**src/rpcc_pkg.sv**
```systemverilog
// ----------------------------------------------------------------------------
// rpcc_pkg: shared types and constants
// Action and status codes, table size and the queued item format.
// ----------------------------------------------------------------------------
package rpcc_pkg;

  localparam int TableEntries = 16;
  localparam int SlotW = $clog2(TableEntries);

  typedef enum logic [2:0] {
    ACT_WRITE   = 3'd0,
    ACT_FREE    = 3'd1,
    ACT_DELIVER = 3'd2,
    ACT_CHECK   = 3'd3,
    ACT_RELEASE = 3'd4
  } action_t;

  localparam logic [2:0] ST_OK        = 3'd0;
  localparam logic [2:0] ST_NO_MATCH  = 3'd1;
  localparam logic [2:0] ST_UNWANTED  = 3'd2;
  localparam logic [2:0] ST_NO_SPACE  = 3'd3;
  localparam logic [2:0] ST_BAD_RANGE = 3'd4;
  localparam logic [2:0] ST_IN_USE    = 3'd5;

  localparam logic [0:0] CFG_RES_PROTO = 1'd0;
  localparam logic [0:0] CFG_RES_LINK  = 1'd1;

  typedef struct packed {
    logic [2:0]  action;
    logic [3:0]  slot;
    logic [1:0]  kind_mask;
    logic [1:0]  options;
    logic [7:0]  low_number;
    logic [7:0]  high_number;
    logic [31:0] host_addr;
    logic [31:0] peer_addr;
    logic [31:0] local_addr;
    logic [1:0]  packet_flags;
    logic [3:0]  interface_id;
    logic [7:0]  buffer_count;
    logic        bad_range;
  } item_t;

  typedef struct packed {
    logic   valid;
    logic   ready;
  } qctl_t;

endpackage

```
**src/rpcc_front.sv**
```systemverilog
// ----------------------------------------------------------------------------
// rpcc_front: item intake and classification
// Registers configuration, accepts items, flags bad ranges and queues them.
// ----------------------------------------------------------------------------
module rpcc_front (
  input  logic                 clk,
  input  logic                 rst,
  input  logic                 start,
  input  logic                 space,
  output logic                 take,
  input  logic                 cfg_valid,
  input  logic                 cfg_index,
  input  logic [7:0]           cfg_data,
  input  logic [2:0]           action,
  input  logic [3:0]           slot,
  input  logic [1:0]           kind_mask,
  input  logic [1:0]           options,
  input  logic [7:0]           low_number,
  input  logic [7:0]           high_number,
  input  logic [31:0]          host_addr,
  input  logic [31:0]          peer_addr,
  input  logic [31:0]          local_addr,
  input  logic [1:0]           packet_flags,
  input  logic [3:0]           interface_id,
  input  logic [7:0]           buffer_count,
  output rpcc_pkg::item_t      item
);

  logic [7:0] reserved_protocol;
  logic [7:0] reserved_link;
  logic       bad;

  always_ff @(posedge clk) begin
    if (rst) begin
      reserved_protocol <= 8'd6;
      reserved_link     <= 8'd155;
    end else if (cfg_valid) begin
      if (cfg_index == rpcc_pkg::CFG_RES_PROTO) reserved_protocol <= cfg_data;
      else reserved_link <= cfg_data;
    end
  end

  assign take = start && space;

  always_comb begin
    bad = (high_number < low_number) ||
          (kind_mask == 2'd1 && low_number <= reserved_protocol &&
           high_number >= reserved_protocol) ||
          (kind_mask == 2'd2 && low_number <= reserved_link &&
           high_number >= reserved_link);
    item = '{action, slot, kind_mask, options, low_number, high_number,
             host_addr, peer_addr, local_addr, packet_flags, interface_id,
             buffer_count, bad};
  end

endmodule

```
**src/rpcc_queue.sv**
```systemverilog
// ----------------------------------------------------------------------------
// rpcc_queue: two-entry item queue
// Decouples intake from the table engine.
// ----------------------------------------------------------------------------
module rpcc_queue (
  input  logic            clk,
  input  logic            rst,
  input  logic            push,
  input  rpcc_pkg::item_t push_item,
  output logic            space,
  input  logic            pop,
  output rpcc_pkg::qctl_t ctl,
  output rpcc_pkg::item_t head
);

  rpcc_pkg::item_t mem [2];
  logic       wptr;
  logic       rptr;
  logic [1:0] fill;

  assign space     = (fill != 2'd2);
  assign ctl.valid = (fill != 2'd0);
  assign ctl.ready = space;
  assign head      = mem[rptr];

  always_ff @(posedge clk) begin
    if (push) mem[wptr] <= push_item;
  end

  always_ff @(posedge clk) begin
    if (rst) begin
      wptr <= 1'b0;
      rptr <= 1'b0;
      fill <= 2'd0;
    end else begin
      if (push) wptr <= ~wptr;
      if (pop) rptr <= ~rptr;
      fill <= fill + 2'(push) - 2'(pop);
    end
  end

endmodule

```
**src/rpcc_back.sv**
```systemverilog
// ----------------------------------------------------------------------------
// rpcc_back: connection table engine
// Holds the table, scans one entry a cycle and issues one result per item.
// ----------------------------------------------------------------------------
module rpcc_back (
  input  logic            clk,
  input  logic            rst,
  input  rpcc_pkg::qctl_t ctl,
  input  rpcc_pkg::item_t head,
  output logic            pop,
  output logic            done,
  output logic [2:0]      status,
  output logic [3:0]      matched_slot,
  output logic [7:0]      buffers_in_use,
  output logic [15:0]     drop_total
);

  typedef enum logic [3:0] {
    S_IDLE = 4'b0001,
    S_SCAN = 4'b0010,
    S_EXEC = 4'b0100,
    S_OUT  = 4'b1000
  } state_t;

  localparam int SW = rpcc_pkg::SlotW;

  state_t state, state_next;
  rpcc_pkg::item_t cur;
  logic [SW-1:0] idx;
  logic          found;
  logic [SW-1:0] hit;

  logic [rpcc_pkg::TableEntries-1:0] ev;
  logic [1:0]  ekind [rpcc_pkg::TableEntries];
  logic [1:0]  eopt  [rpcc_pkg::TableEntries];
  logic [7:0]  elow  [rpcc_pkg::TableEntries];
  logic [7:0]  ehigh [rpcc_pkg::TableEntries];
  logic [31:0] ehost [rpcc_pkg::TableEntries];
  logic [31:0] eaddr [rpcc_pkg::TableEntries];
  logic [3:0]  eifid [rpcc_pkg::TableEntries];
  logic [7:0]  ecap  [rpcc_pkg::TableEntries];
  logic [7:0]  eused [rpcc_pkg::TableEntries];
  logic [15:0] drops;

  logic dlv_hit, chk_hit, hit_now;
  logic [SW-1:0] s;
  logic          slot_ok;
  logic [8:0]    sum;

  assign s       = cur.slot[SW-1:0];
  assign slot_ok = ({1'b0, cur.slot} < 5'(rpcc_pkg::TableEntries));
  assign sum     = 9'(cur.buffer_count) + 9'(eused[hit]);

  always_comb begin
    dlv_hit = ev[idx] && (ekind[idx] & cur.kind_mask) != 2'd0 &&
              elow[idx] <= cur.low_number && ehigh[idx] >= cur.low_number &&
              (ehost[idx] == 32'd0 || ehost[idx] == cur.host_addr) &&
              (eopt[idx][0] ||
               (!cur.packet_flags[0] && eifid[idx] == cur.interface_id) ||
               (cur.packet_flags[0] && eaddr[idx] == cur.local_addr));
    chk_hit = ev[idx] && (ekind[idx] & cur.kind_mask) != 2'd0 &&
              ((elow[idx] <= cur.low_number && ehigh[idx] >= cur.low_number) ||
               (elow[idx] <= cur.high_number && ehigh[idx] >= cur.high_number) ||
               (elow[idx] >= cur.low_number && ehigh[idx] <= cur.high_number)) &&
              (ehost[idx] == 32'd0 || cur.host_addr == 32'd0 ||
               ehost[idx] == cur.peer_addr) &&
              (eopt[idx][0] || cur.options[0] || eaddr[idx] == cur.local_addr);
    hit_now = (cur.action == rpcc_pkg::ACT_DELIVER) ? dlv_hit : chk_hit;
  end

  assign pop = (state == S_IDLE) && ctl.valid;

  always_comb begin
    state_next = state;
    case (state)
      S_IDLE: if (ctl.valid) state_next = S_SCAN;
      S_SCAN: begin
        if ((cur.action != rpcc_pkg::ACT_DELIVER && cur.action != rpcc_pkg::ACT_CHECK) ||
            (cur.action == rpcc_pkg::ACT_CHECK && cur.bad_range) ||
            hit_now || idx == SW'(rpcc_pkg::TableEntries - 1)) state_next = S_EXEC;
      end
      S_EXEC: state_next = S_OUT;
      S_OUT:  state_next = S_IDLE;
      default: state_next = S_IDLE;
    endcase
  end

  always_ff @(posedge clk) begin
    if (rst) begin
      state <= S_IDLE;
      ev    <= '0;
      drops <= '0;
      done  <= 1'b0;
    end else begin
      state <= state_next;
      done  <= 1'b0;
      case (state)
        S_IDLE: begin
          cur   <= head;
          idx   <= '0;
          found <= 1'b0;
          hit   <= '0;
        end
        S_SCAN: begin
          if (hit_now && !found) begin
            found <= 1'b1;
            hit   <= idx;
          end
          if (idx != SW'(rpcc_pkg::TableEntries - 1)) idx <= idx + 1'b1;
        end
        S_EXEC: begin
          done           <= 1'b1;
          status         <= rpcc_pkg::ST_OK;
          matched_slot   <= '0;
          buffers_in_use <= '0;
          case (cur.action)
            rpcc_pkg::ACT_WRITE: if (slot_ok) begin
              ev[s] <= 1'b1;
              ekind[s] <= cur.kind_mask;
              eopt[s]  <= cur.options;
              elow[s]  <= cur.low_number;
              ehigh[s] <= cur.high_number;
              ehost[s] <= cur.host_addr;
              eaddr[s] <= cur.local_addr;
              eifid[s] <= cur.interface_id;
              ecap[s]  <= cur.buffer_count;
              eused[s] <= '0;
            end
            rpcc_pkg::ACT_FREE: if (slot_ok) begin
              ev[s]    <= 1'b0;
              eused[s] <= '0;
            end
            rpcc_pkg::ACT_DELIVER: begin
              if (!found) begin
                status <= rpcc_pkg::ST_NO_MATCH;
                drops  <= drops + 1'b1;
                buffers_in_use <= '0;
              end else begin
                matched_slot <= 4'(hit);
                if (cur.packet_flags[1] && !eopt[hit][1]) begin
                  status <= rpcc_pkg::ST_UNWANTED;
                  drops  <= drops + 1'b1;
                  buffers_in_use <= eused[hit];
                end else if (sum <= 9'(ecap[hit])) begin
                  eused[hit] <= sum[7:0];
                  buffers_in_use <= sum[7:0];
                end else begin
                  status <= rpcc_pkg::ST_NO_SPACE;
                  buffers_in_use <= eused[hit];
                end
              end
            end
            rpcc_pkg::ACT_CHECK: begin
              if (cur.bad_range) status <= rpcc_pkg::ST_BAD_RANGE;
              else if (found) status <= rpcc_pkg::ST_IN_USE;
            end
            rpcc_pkg::ACT_RELEASE: if (slot_ok && ev[s]) begin
              eused[s] <= (eused[s] > cur.buffer_count) ?
                          eused[s] - cur.buffer_count : 8'd0;
              buffers_in_use <= (eused[s] > cur.buffer_count) ?
                                eused[s] - cur.buffer_count : 8'd0;
            end
            default: ;
          endcase
        end
        default: ;
      endcase
    end
  end

  assign drop_total = drops;

endmodule

```
**src/raw_packet_connection_classifier_unit.sv**
```systemverilog
// ----------------------------------------------------------------------------
// raw_packet_connection_classifier_unit: connection table classifier
// Writes, frees, releases, checks and delivers against a sixteen-entry table.
// ----------------------------------------------------------------------------
// Usage:
//   Items are taken on start while busy is low; busy rises when the two-deep
//   queue in front of the table engine is full. Each item yields one result,
//   shown for one cycle with done high; the receiver cannot stall it.
//   Configuration writes (cfg_valid/cfg_ready, cfg_index, cfg_data) are
//   always ready; index 0 is the reserved protocol, 1 the reserved link.
//   An item passes a load step, the scan, an execute step and the result
//   step. Deliver and check scan one entry a cycle and stop at the first hit
//   or the last of the sixteen entries; other actions and a check with a bad
//   range leave the scan at once. A new item is loaded only after the result.
//   Reset empties the table, the queue and the drop counter and restores
//   the reserved numbers to 6 and 155.
// ----------------------------------------------------------------------------
module raw_packet_connection_classifier_unit (
  input  logic        clk,
  input  logic        rst,
  input  logic        start,
  output logic        busy,
  input  logic        cfg_valid,
  output logic        cfg_ready,
  input  logic        cfg_index,
  input  logic [7:0]  cfg_data,
  input  logic [2:0]  action,
  input  logic [3:0]  slot,
  input  logic [1:0]  kind_mask,
  input  logic [1:0]  options,
  input  logic [7:0]  low_number,
  input  logic [7:0]  high_number,
  input  logic [31:0] host_addr,
  input  logic [31:0] peer_addr,
  input  logic [31:0] local_addr,
  input  logic [1:0]  packet_flags,
  input  logic [3:0]  interface_id,
  input  logic [7:0]  buffer_count,
  output logic        done,
  output logic [2:0]  status,
  output logic [3:0]  matched_slot,
  output logic [7:0]  buffers_in_use,
  output logic [15:0] drop_total
);

  logic            space, take, pop;
  rpcc_pkg::item_t fitem, head;
  rpcc_pkg::qctl_t ctl;

  assign busy      = !space;
  assign cfg_ready = 1'b1;

  rpcc_front u_front (
    .clk, .rst, .start, .space, .take, .cfg_valid, .cfg_index, .cfg_data,
    .action, .slot, .kind_mask, .options, .low_number, .high_number,
    .host_addr, .peer_addr, .local_addr, .packet_flags, .interface_id,
    .buffer_count, .item(fitem)
  );

  rpcc_queue u_queue (
    .clk, .rst, .push(take), .push_item(fitem), .space, .pop, .ctl, .head
  );

  rpcc_back u_back (
    .clk, .rst, .ctl, .head, .pop, .done, .status, .matched_slot,
    .buffers_in_use, .drop_total
  );

  a_pop_valid: assert property (@(posedge clk) disable iff (rst)
    pop |-> ctl.valid) else $error("pop from empty queue");
  a_no_take_full: assert property (@(posedge clk) disable iff (rst)
    take |-> ctl.ready) else $error("push into full queue");
  a_drop_step: assert property (@(posedge clk) disable iff (rst)
    !done |=> ($stable(drop_total) || drop_total == $past(drop_total) + 16'd1))
    else $error("drop counter jumped");

endmodule
```
**config.mk**
```make
export PLATFORM = sky130hd
export DESIGN_NAME = raw_packet_connection_classifier_unit
export DESIGN_NICKNAME = d
export VERILOG_FILES = /design/src/rpcc_pkg.sv /design/src/rpcc_front.sv /design/src/rpcc_queue.sv /design/src/rpcc_back.sv /design/src/raw_packet_connection_classifier_unit.sv
export SDC_FILE = /design/constraint.sdc
export NUM_CORES = 2
export LEC_CHECK = 0
export ABC_AREA = 1
export ABC_CLOCK_PERIOD_IN_PS = 10550
export BUFFER_PORTS_ARGS = -buffer_cell sky130_fd_sc_hd__buf_2
export CAP_MARGIN = 10
export CORE_UTILIZATION = 45
export DETAILED_ROUTE_END_ITERATION = 8
export PLACE_DENSITY = 0.7
export SLEW_MARGIN = 20
export SYNTH_ARGS = -nofsm -noshare
export SYNTH_HDL_FRONTEND = slang
export SYNTH_SLANG_ARGS = --single-unit
```
**constraint.sdc**
```tcl
create_clock -name clk -period 10.55 [get_ports clk]
set_input_delay 1.5825 -clock clk [delete_from_list [all_inputs] [get_ports clk]]
set_output_delay 1.5825 -clock clk [all_outputs]
set_load 0.05 [all_outputs]
```
# Yosys cells after proc, flatten, opt, wreduce, memory -nomap -nowiden
# Memory sizes are Yosys's and may differ from the RTL's. A register that Yosys moved wholly into a read port is not among the register bits.
# Index checks and enable logic that the tools add are counted.
# classes
bitwise	10
n_reduce_logical	60
magnitude_cmp	16
n_mux	69
addsub	6
n_eq_ne	23
# ops
cell	n
equality test 32 bit	3
logical NOT 32 bit	2
2-to-1 mux 8 bit	8
2-to-1 mux 4 bit	15
>= comparator 8 bit	5
<= comparator 8 bit	5
2-to-1 mux 16 bit	2
one-hot mux 16 bit (2 select lines)	1
2-to-1 mux 1 bit	29
logical AND 1 bit	24
adder 16 x 1 -> 16 bit (second input constant)	1
AND 16 bit	1
NOT 16 bit	1
OR 16 bit	1
one-hot mux 4 bit (2 select lines)	2
one-hot mux 8 bit (2 select lines)	1
logical OR 1 bit	14
AND reduction 2 bit	7
2-to-1 mux 3 bit	4
one-hot mux 4 bit (3 select lines)	1
less-than comparator 4 x 5 -> 1 bit (second input constant)	2
adder 8 x 8 -> 9 bit	1
<= comparator 9 x 8 -> 1 bit	1
AND reduction 3 bit	3
33 further kinds	50
# word_totals
output_inout_bits	34
reg_bits	81
mem_bits_rw	1940
input_bits	150
elab_cells	209
memories	10
# memory_table
name	depth	word_bits	rd	rd_ports_with_merged_regs	write_ports	line_no	source
u_back.eaddr	16	32	1	1	1	rpcc_back.sv:39	logic [31:0] eaddr [rpcc_pkg::TableEntries];
u_back.ehost	16	32	1	1	1	rpcc_back.sv:38	logic [31:0] ehost [rpcc_pkg::TableEntries];
u_queue.mem	2	138	1	1	1	rpcc_queue.sv:16	rpcc_pkg::item_t mem [2];
u_back.ecap	16	8	1	1	1	rpcc_back.sv:41	logic [7:0] ecap [rpcc_pkg::TableEntries];
u_back.ehigh	16	8	1	1	1	rpcc_back.sv:37	logic [7:0] ehigh [rpcc_pkg::TableEntries];
u_back.elow	16	8	1	1	1	rpcc_back.sv:36	logic [7:0] elow [rpcc_pkg::TableEntries];
+4 memories	--	--	--	--	--	--	

# Logic depth before layout (Yosys ltp)
# logic_depth
ltp_word	12
mapped_depth	30
ltp_nobuf	27

# By module
# A second synthesis with hierarchy kept.
# hier_totals
cells_unflattened	7631
hier_area_um2	91876.9
# by_module_without_submodules
mod	area_per_inst_um2	instances	cells_per_inst
rpcc_back	79042.1	1	6808
rpcc_queue	10236.1	1	461
rpcc_front	2583.7	1	359
raw_packet_connection_classifier_unit	15.0	1	3

# Least setup slack after synthesis
# OpenSTA, ideal clock, no wires.
# synth_timing
path_type	input to register
startpoint	input rst
endpoint	memory u_back.eaddr[13][0], enable pin
stages	4
t_arrival_ns	9.588
path_buffers	1
t_required_ns	9.882
setup_slack_ns	0.294
setup_ns	0.668
cell_sequence	nor2_1 -> nand3_1 -> clkbuf_1 -> nor3_1
# synth_between
elab_chain_cells	2
# synth_lines
element	line_no	source
start, declared	raw_packet_connection_classifier_unit.sv:20	input logic rst,
2-to-1 mux 1 bit	rpcc_back.sv:89	if (rst) begin
2-to-1 mux 1 bit (not written as such)	rpcc_back.sv:124	eaddr[s] <= cur.local_addr;
end, declared	rpcc_back.sv:39	
# Every way passes these cells.

==> results.txt <==
----------------------------------------------------
[Routing]
  Pre-antenna DRT Iters ... 6
  DRC ... 0
  Vias after detailed routing ... 58600
  Number of nets still failing antenna checks after routing ... 0
  Vias/cell ... between 5 and 6
  Final Routed Wirelength ... 228 mm
  Violation count after the first detailed-route iteration ... about 6700
  Routed len/inst ... 21.6 um

[STA]
  Worst slew pin tran ... 1210 ps
  Final critical path time including I/O delays and setup ... 6980 ps
  Final period util ... 66.2%
  Final sum of negative setup slack ... 0 ps
  Final count of negative-setup-slack endpoints ... 0
  Final WS setup ... 3570 ps
  Clock Skews ... between 70 and 80 ps
  Setup repair after global routing missed its margin ... false
  Final Slew Violations ... 0
  Maximum clock frequency ... 143 MHz
  Worst slew margin relative to its limit ... a little under a fifth
  Hold Slack ... 468 ps
  Number of hold-slack violations in the final timing report ... 0

[CTS]
  Clock Pin Slew Worst Setup and Hold Paths ... around 60 ps
  Number of gates given a new drive strength after cts ... 0
  Buffer levels on the longest clock path ... 3
  Deepest level of the CTS H-tree ... 4
  Clk sink count ... 2167
  Number of buffers created by CTS ... 211
  Cts hold-fix bufs ... 0
  Post-CTS Setup Repair Bufs ... 0
  Clock tree from TritonCTS ... yes
  Cell at the root of the clock tree ... clkbuf_16
  Insertion delay to the later sink of the worst-skew pair ... 890 ps

[Pwr]
  Pleak ... 36.2 nW
  Maximum VDD drop ... 0.000216 V
  Total power after layout ... 0.0267 W
  Areal power density over the cells ... between 200 and 300 nW/um^2

[Critical path]
  Critical path required time ... approximately 11000 ps
  Worst Setup Start Kind ... flip-flop
  Logic depth of the worst register-to-register path ... 26
  Capturing element of the worst setup path ... u_back.eused[12][7]
  Data arrival time at the worst-slack endpoint ... 7440 ps
  Worst setup EP type ... flip-flop
  Critical path peak fanout ... around 80
  Category of the critical setup timing path ... reg -> reg
  Setup slack, reg-to-reg ... 3570 ps
  Reg-to-reg endpoint ... u_back.eused[12][7]

[Place]
  Number of I/O port buffers ... 182
  Worst slack at placement ... 3720 ps
  RePlAce Congestion ... approximately 0.91
  Total half-perimeter wirelength after legalization and detailed placement ... 128 mm

[Global route]
  Total overflow reported by the global router ... 0
  Pin count of the biggest net entering global routing ... about 240
  Number of global-route vias before repair ... between 50000 and 60000
  Number of antenna violations at the first check in global routing ... 7
  Global-route wire length before repair ... 343 mm
  Layer carrying the most global-route usage ... met2
  Met2 Track Usage GR ... 37.2%
  Total routing usage reported by global routing ... 22.1%
  Met1 usage ... 29.3%
  Global routing usage on met3 ... 2.90%

[Synthesis]
  Syn. warnings ... 0
  Synth cell types ... 53
  Number of storage elements in the synthesis netlist ... 2167
  Syn Area/Cell ... 11.8 um^2
  Cell count after synthesis ... around 7600
  Sequential-to-total area share from yosys stat ... 71.4%
  Proportion of synthesized flip-flops having asynchronous set or reset ... 0%
  Most used flip-flop cell after synthesis ... edfxtp_1
  Count of flip-flops with a built-in enable after synthesis ... 2102
  Post-synth net total ... 7875
  Mapped cell area ... 90200 um^2

[Floorplanning]
  Area of the die ... 202000 um^2
  Die boundary height ... 450 um
  Count of pins on the block boundary ... 184
  Starting density of the core ... between 40% and 50%
  Core Area ... 198000 um^2
  Row Count ... approximately 160
  Die width ... ~450 um

[Worst hold path]
  Worst min path class ... reg -> reg
  Startpoint of the worst hold path ... u_back.drop_total[12]

[Finish]
  Post-layout util ... 50.5%
  Count of filler cells inserted in the layout ... about 17000
  Footprint of the flip-flops and latches ... 64400 um^2
  Fin nets ... 7968
  Area added between synthesis and finish ... 11.0%
  Area of the multi-input gates ... around 22000 um^2
  Share of final-layout standard cells stronger than drive strength 1 ... 8.20%

[Job]
  Maxcap violations ... 0

[Outcome]
  Outcome ... finished, final reports clean

----------------------------------------------------
==> sequential cells by signal, indices dropped and copies added (netlist names), 8 cells and up, named ones only <==
register / flops
u_back.buffers_in_use: 8
u_back.cur: 134
u_back.drop_total: 16
u_back.eaddr: 512
u_back.ecap: 128
u_back.ehigh: 128
u_back.ehost: 512
u_back.eifid: 64
u_back.ekind: 32
u_back.elow: 128
u_back.eopt: 32
u_back.eused: 128
u_front.reserved_link: 8
u_front.reserved_protocol: 8
u_queue.mem: 276
==> per-stage QoR <==
step                      instances  instance area (um^2)
after floorplan                7624                 90200
after global routing          10500                100000
after CTS                     10500                100000
after detailed placement      10100                 93400
final                         10500                100000
after global placement        10100                 93400
==> power by group <==
group	leakage [nW]	internal [W]	switching [W]
logic	13.6	0.00229	0.00550
registers	19.4	0.0106	0.000964
clock network	3.27	0.00409	0.00327
total	36.2	0.0170	0.00974
==> synth_stat cells (all sizes together), types with 6 or more instances <==
library cell     n  area (um^2)
o21ai          628         3140
xor2             6         52.6
dfxtp           65         1300
nor2           880         3310
nand2         1648         6210
buf            207         1320
or4              7         52.6
o22ai           53          332
mux2i           31          310
inv            489         1840
edfxtp        2102        63100
xnor2            6         52.6
nor4            11         68.8
o221ai          78          683
clkbuf         199          747
a21oi          165          826
o21a             7         52.6
a22oi           64          480
o211ai         168         1280
nand3b          38          285
ha              99         1240
nand4           16          100
nor3            50          250
nand3          573         2880
==> placed cells by master, fill, tap and decap left out, types with 78 or more instances in the layout <==
cell       instances
a21oi_1          165
ha_1              99
clkbuf_16        211
o221ai_1          78
nand2_1         1644
inv_1            481
edfxtp_1        2102
nor2_1           871
nand3_1          570
o211ai_1         165
buf_4            101
o21ai_0          583
buf_2            182
==> worst max-delay path, cell delays in order (launching register included) <==
cell and delay (ps):
dfxtp_4 870, inv_2 430, buf_4 380, o21ai_0 180
o21ai_0 90, o221ai_1 330, nand2_1 160, ha_1 360
a21oi_1 140, nand2_1 100, a21oi_1 150, o21bai_1 110
nand2_1 70, nand2_1 50, a21oi_1 170, xnor2_1 120
ha_1 310, nand2_1 60, nor4_1 210, nor2_1 100
nor2_1 150, nand2_1 90, nor2_1 210, nand3_2 240
o21ai_0 520, nand3_1 280, nor2_1 640
==> cells by family (layout without fill, tap and decap cells) <==
group / Yosys count / in the layout / share of synthesized area (%)
AO/OA/AOI/OAI: 1183 / 1183 / 7.71
adder cells (fa/ha/maj): 101 / 101 / 1.42
flip-flops: 2167 / 2167 / 71.4
AND/OR/NAND/NOR: 3228 / 3228 / 14.6
multiplexers: 33 / 33 / 0.369
buffers and inverters: 899 / 1174 / 4.34
other: 1 / 6 / 0.00416
XOR/XNOR: 12 / 12 / 0.117
==> per-layer routing <==
metal | vias to the layer above | wire (um)
met5 | - | 7
met4 | 2 | 7360
met3 | 433 | 15200
met2 | 2401 | 112000
met1 | 28700 | 93500
li1 | 27100 | -
==> worst min-delay path by stage <==
stage / endpoint / slack (ps) / cells after the start
floorplan: flip-flop / 440 / 2
global placement: u_back.drop_total[12] / 450 / 2
detailed placement: u_back.drop_total[12] / 460 / 2
CTS: u_back.drop_total[12] / 470 / 2
global route: u_back.drop_total[12] / 480 / 2
finish: u_back.drop_total[12] / 470 / 2
==> area by class of cell <==
cell class	count	area share (%)
well taps	2640	3.30
repair buffers	286	1.72
inverters	493	1.88
clock buffers	257	5.44
multi-input cells	4558	22.0
flip-flops and latches	2167	64.4
clock inverters	138	1.29
diodes	5	0.0125
No activity file was read; power rests on OpenSTA's default activity.
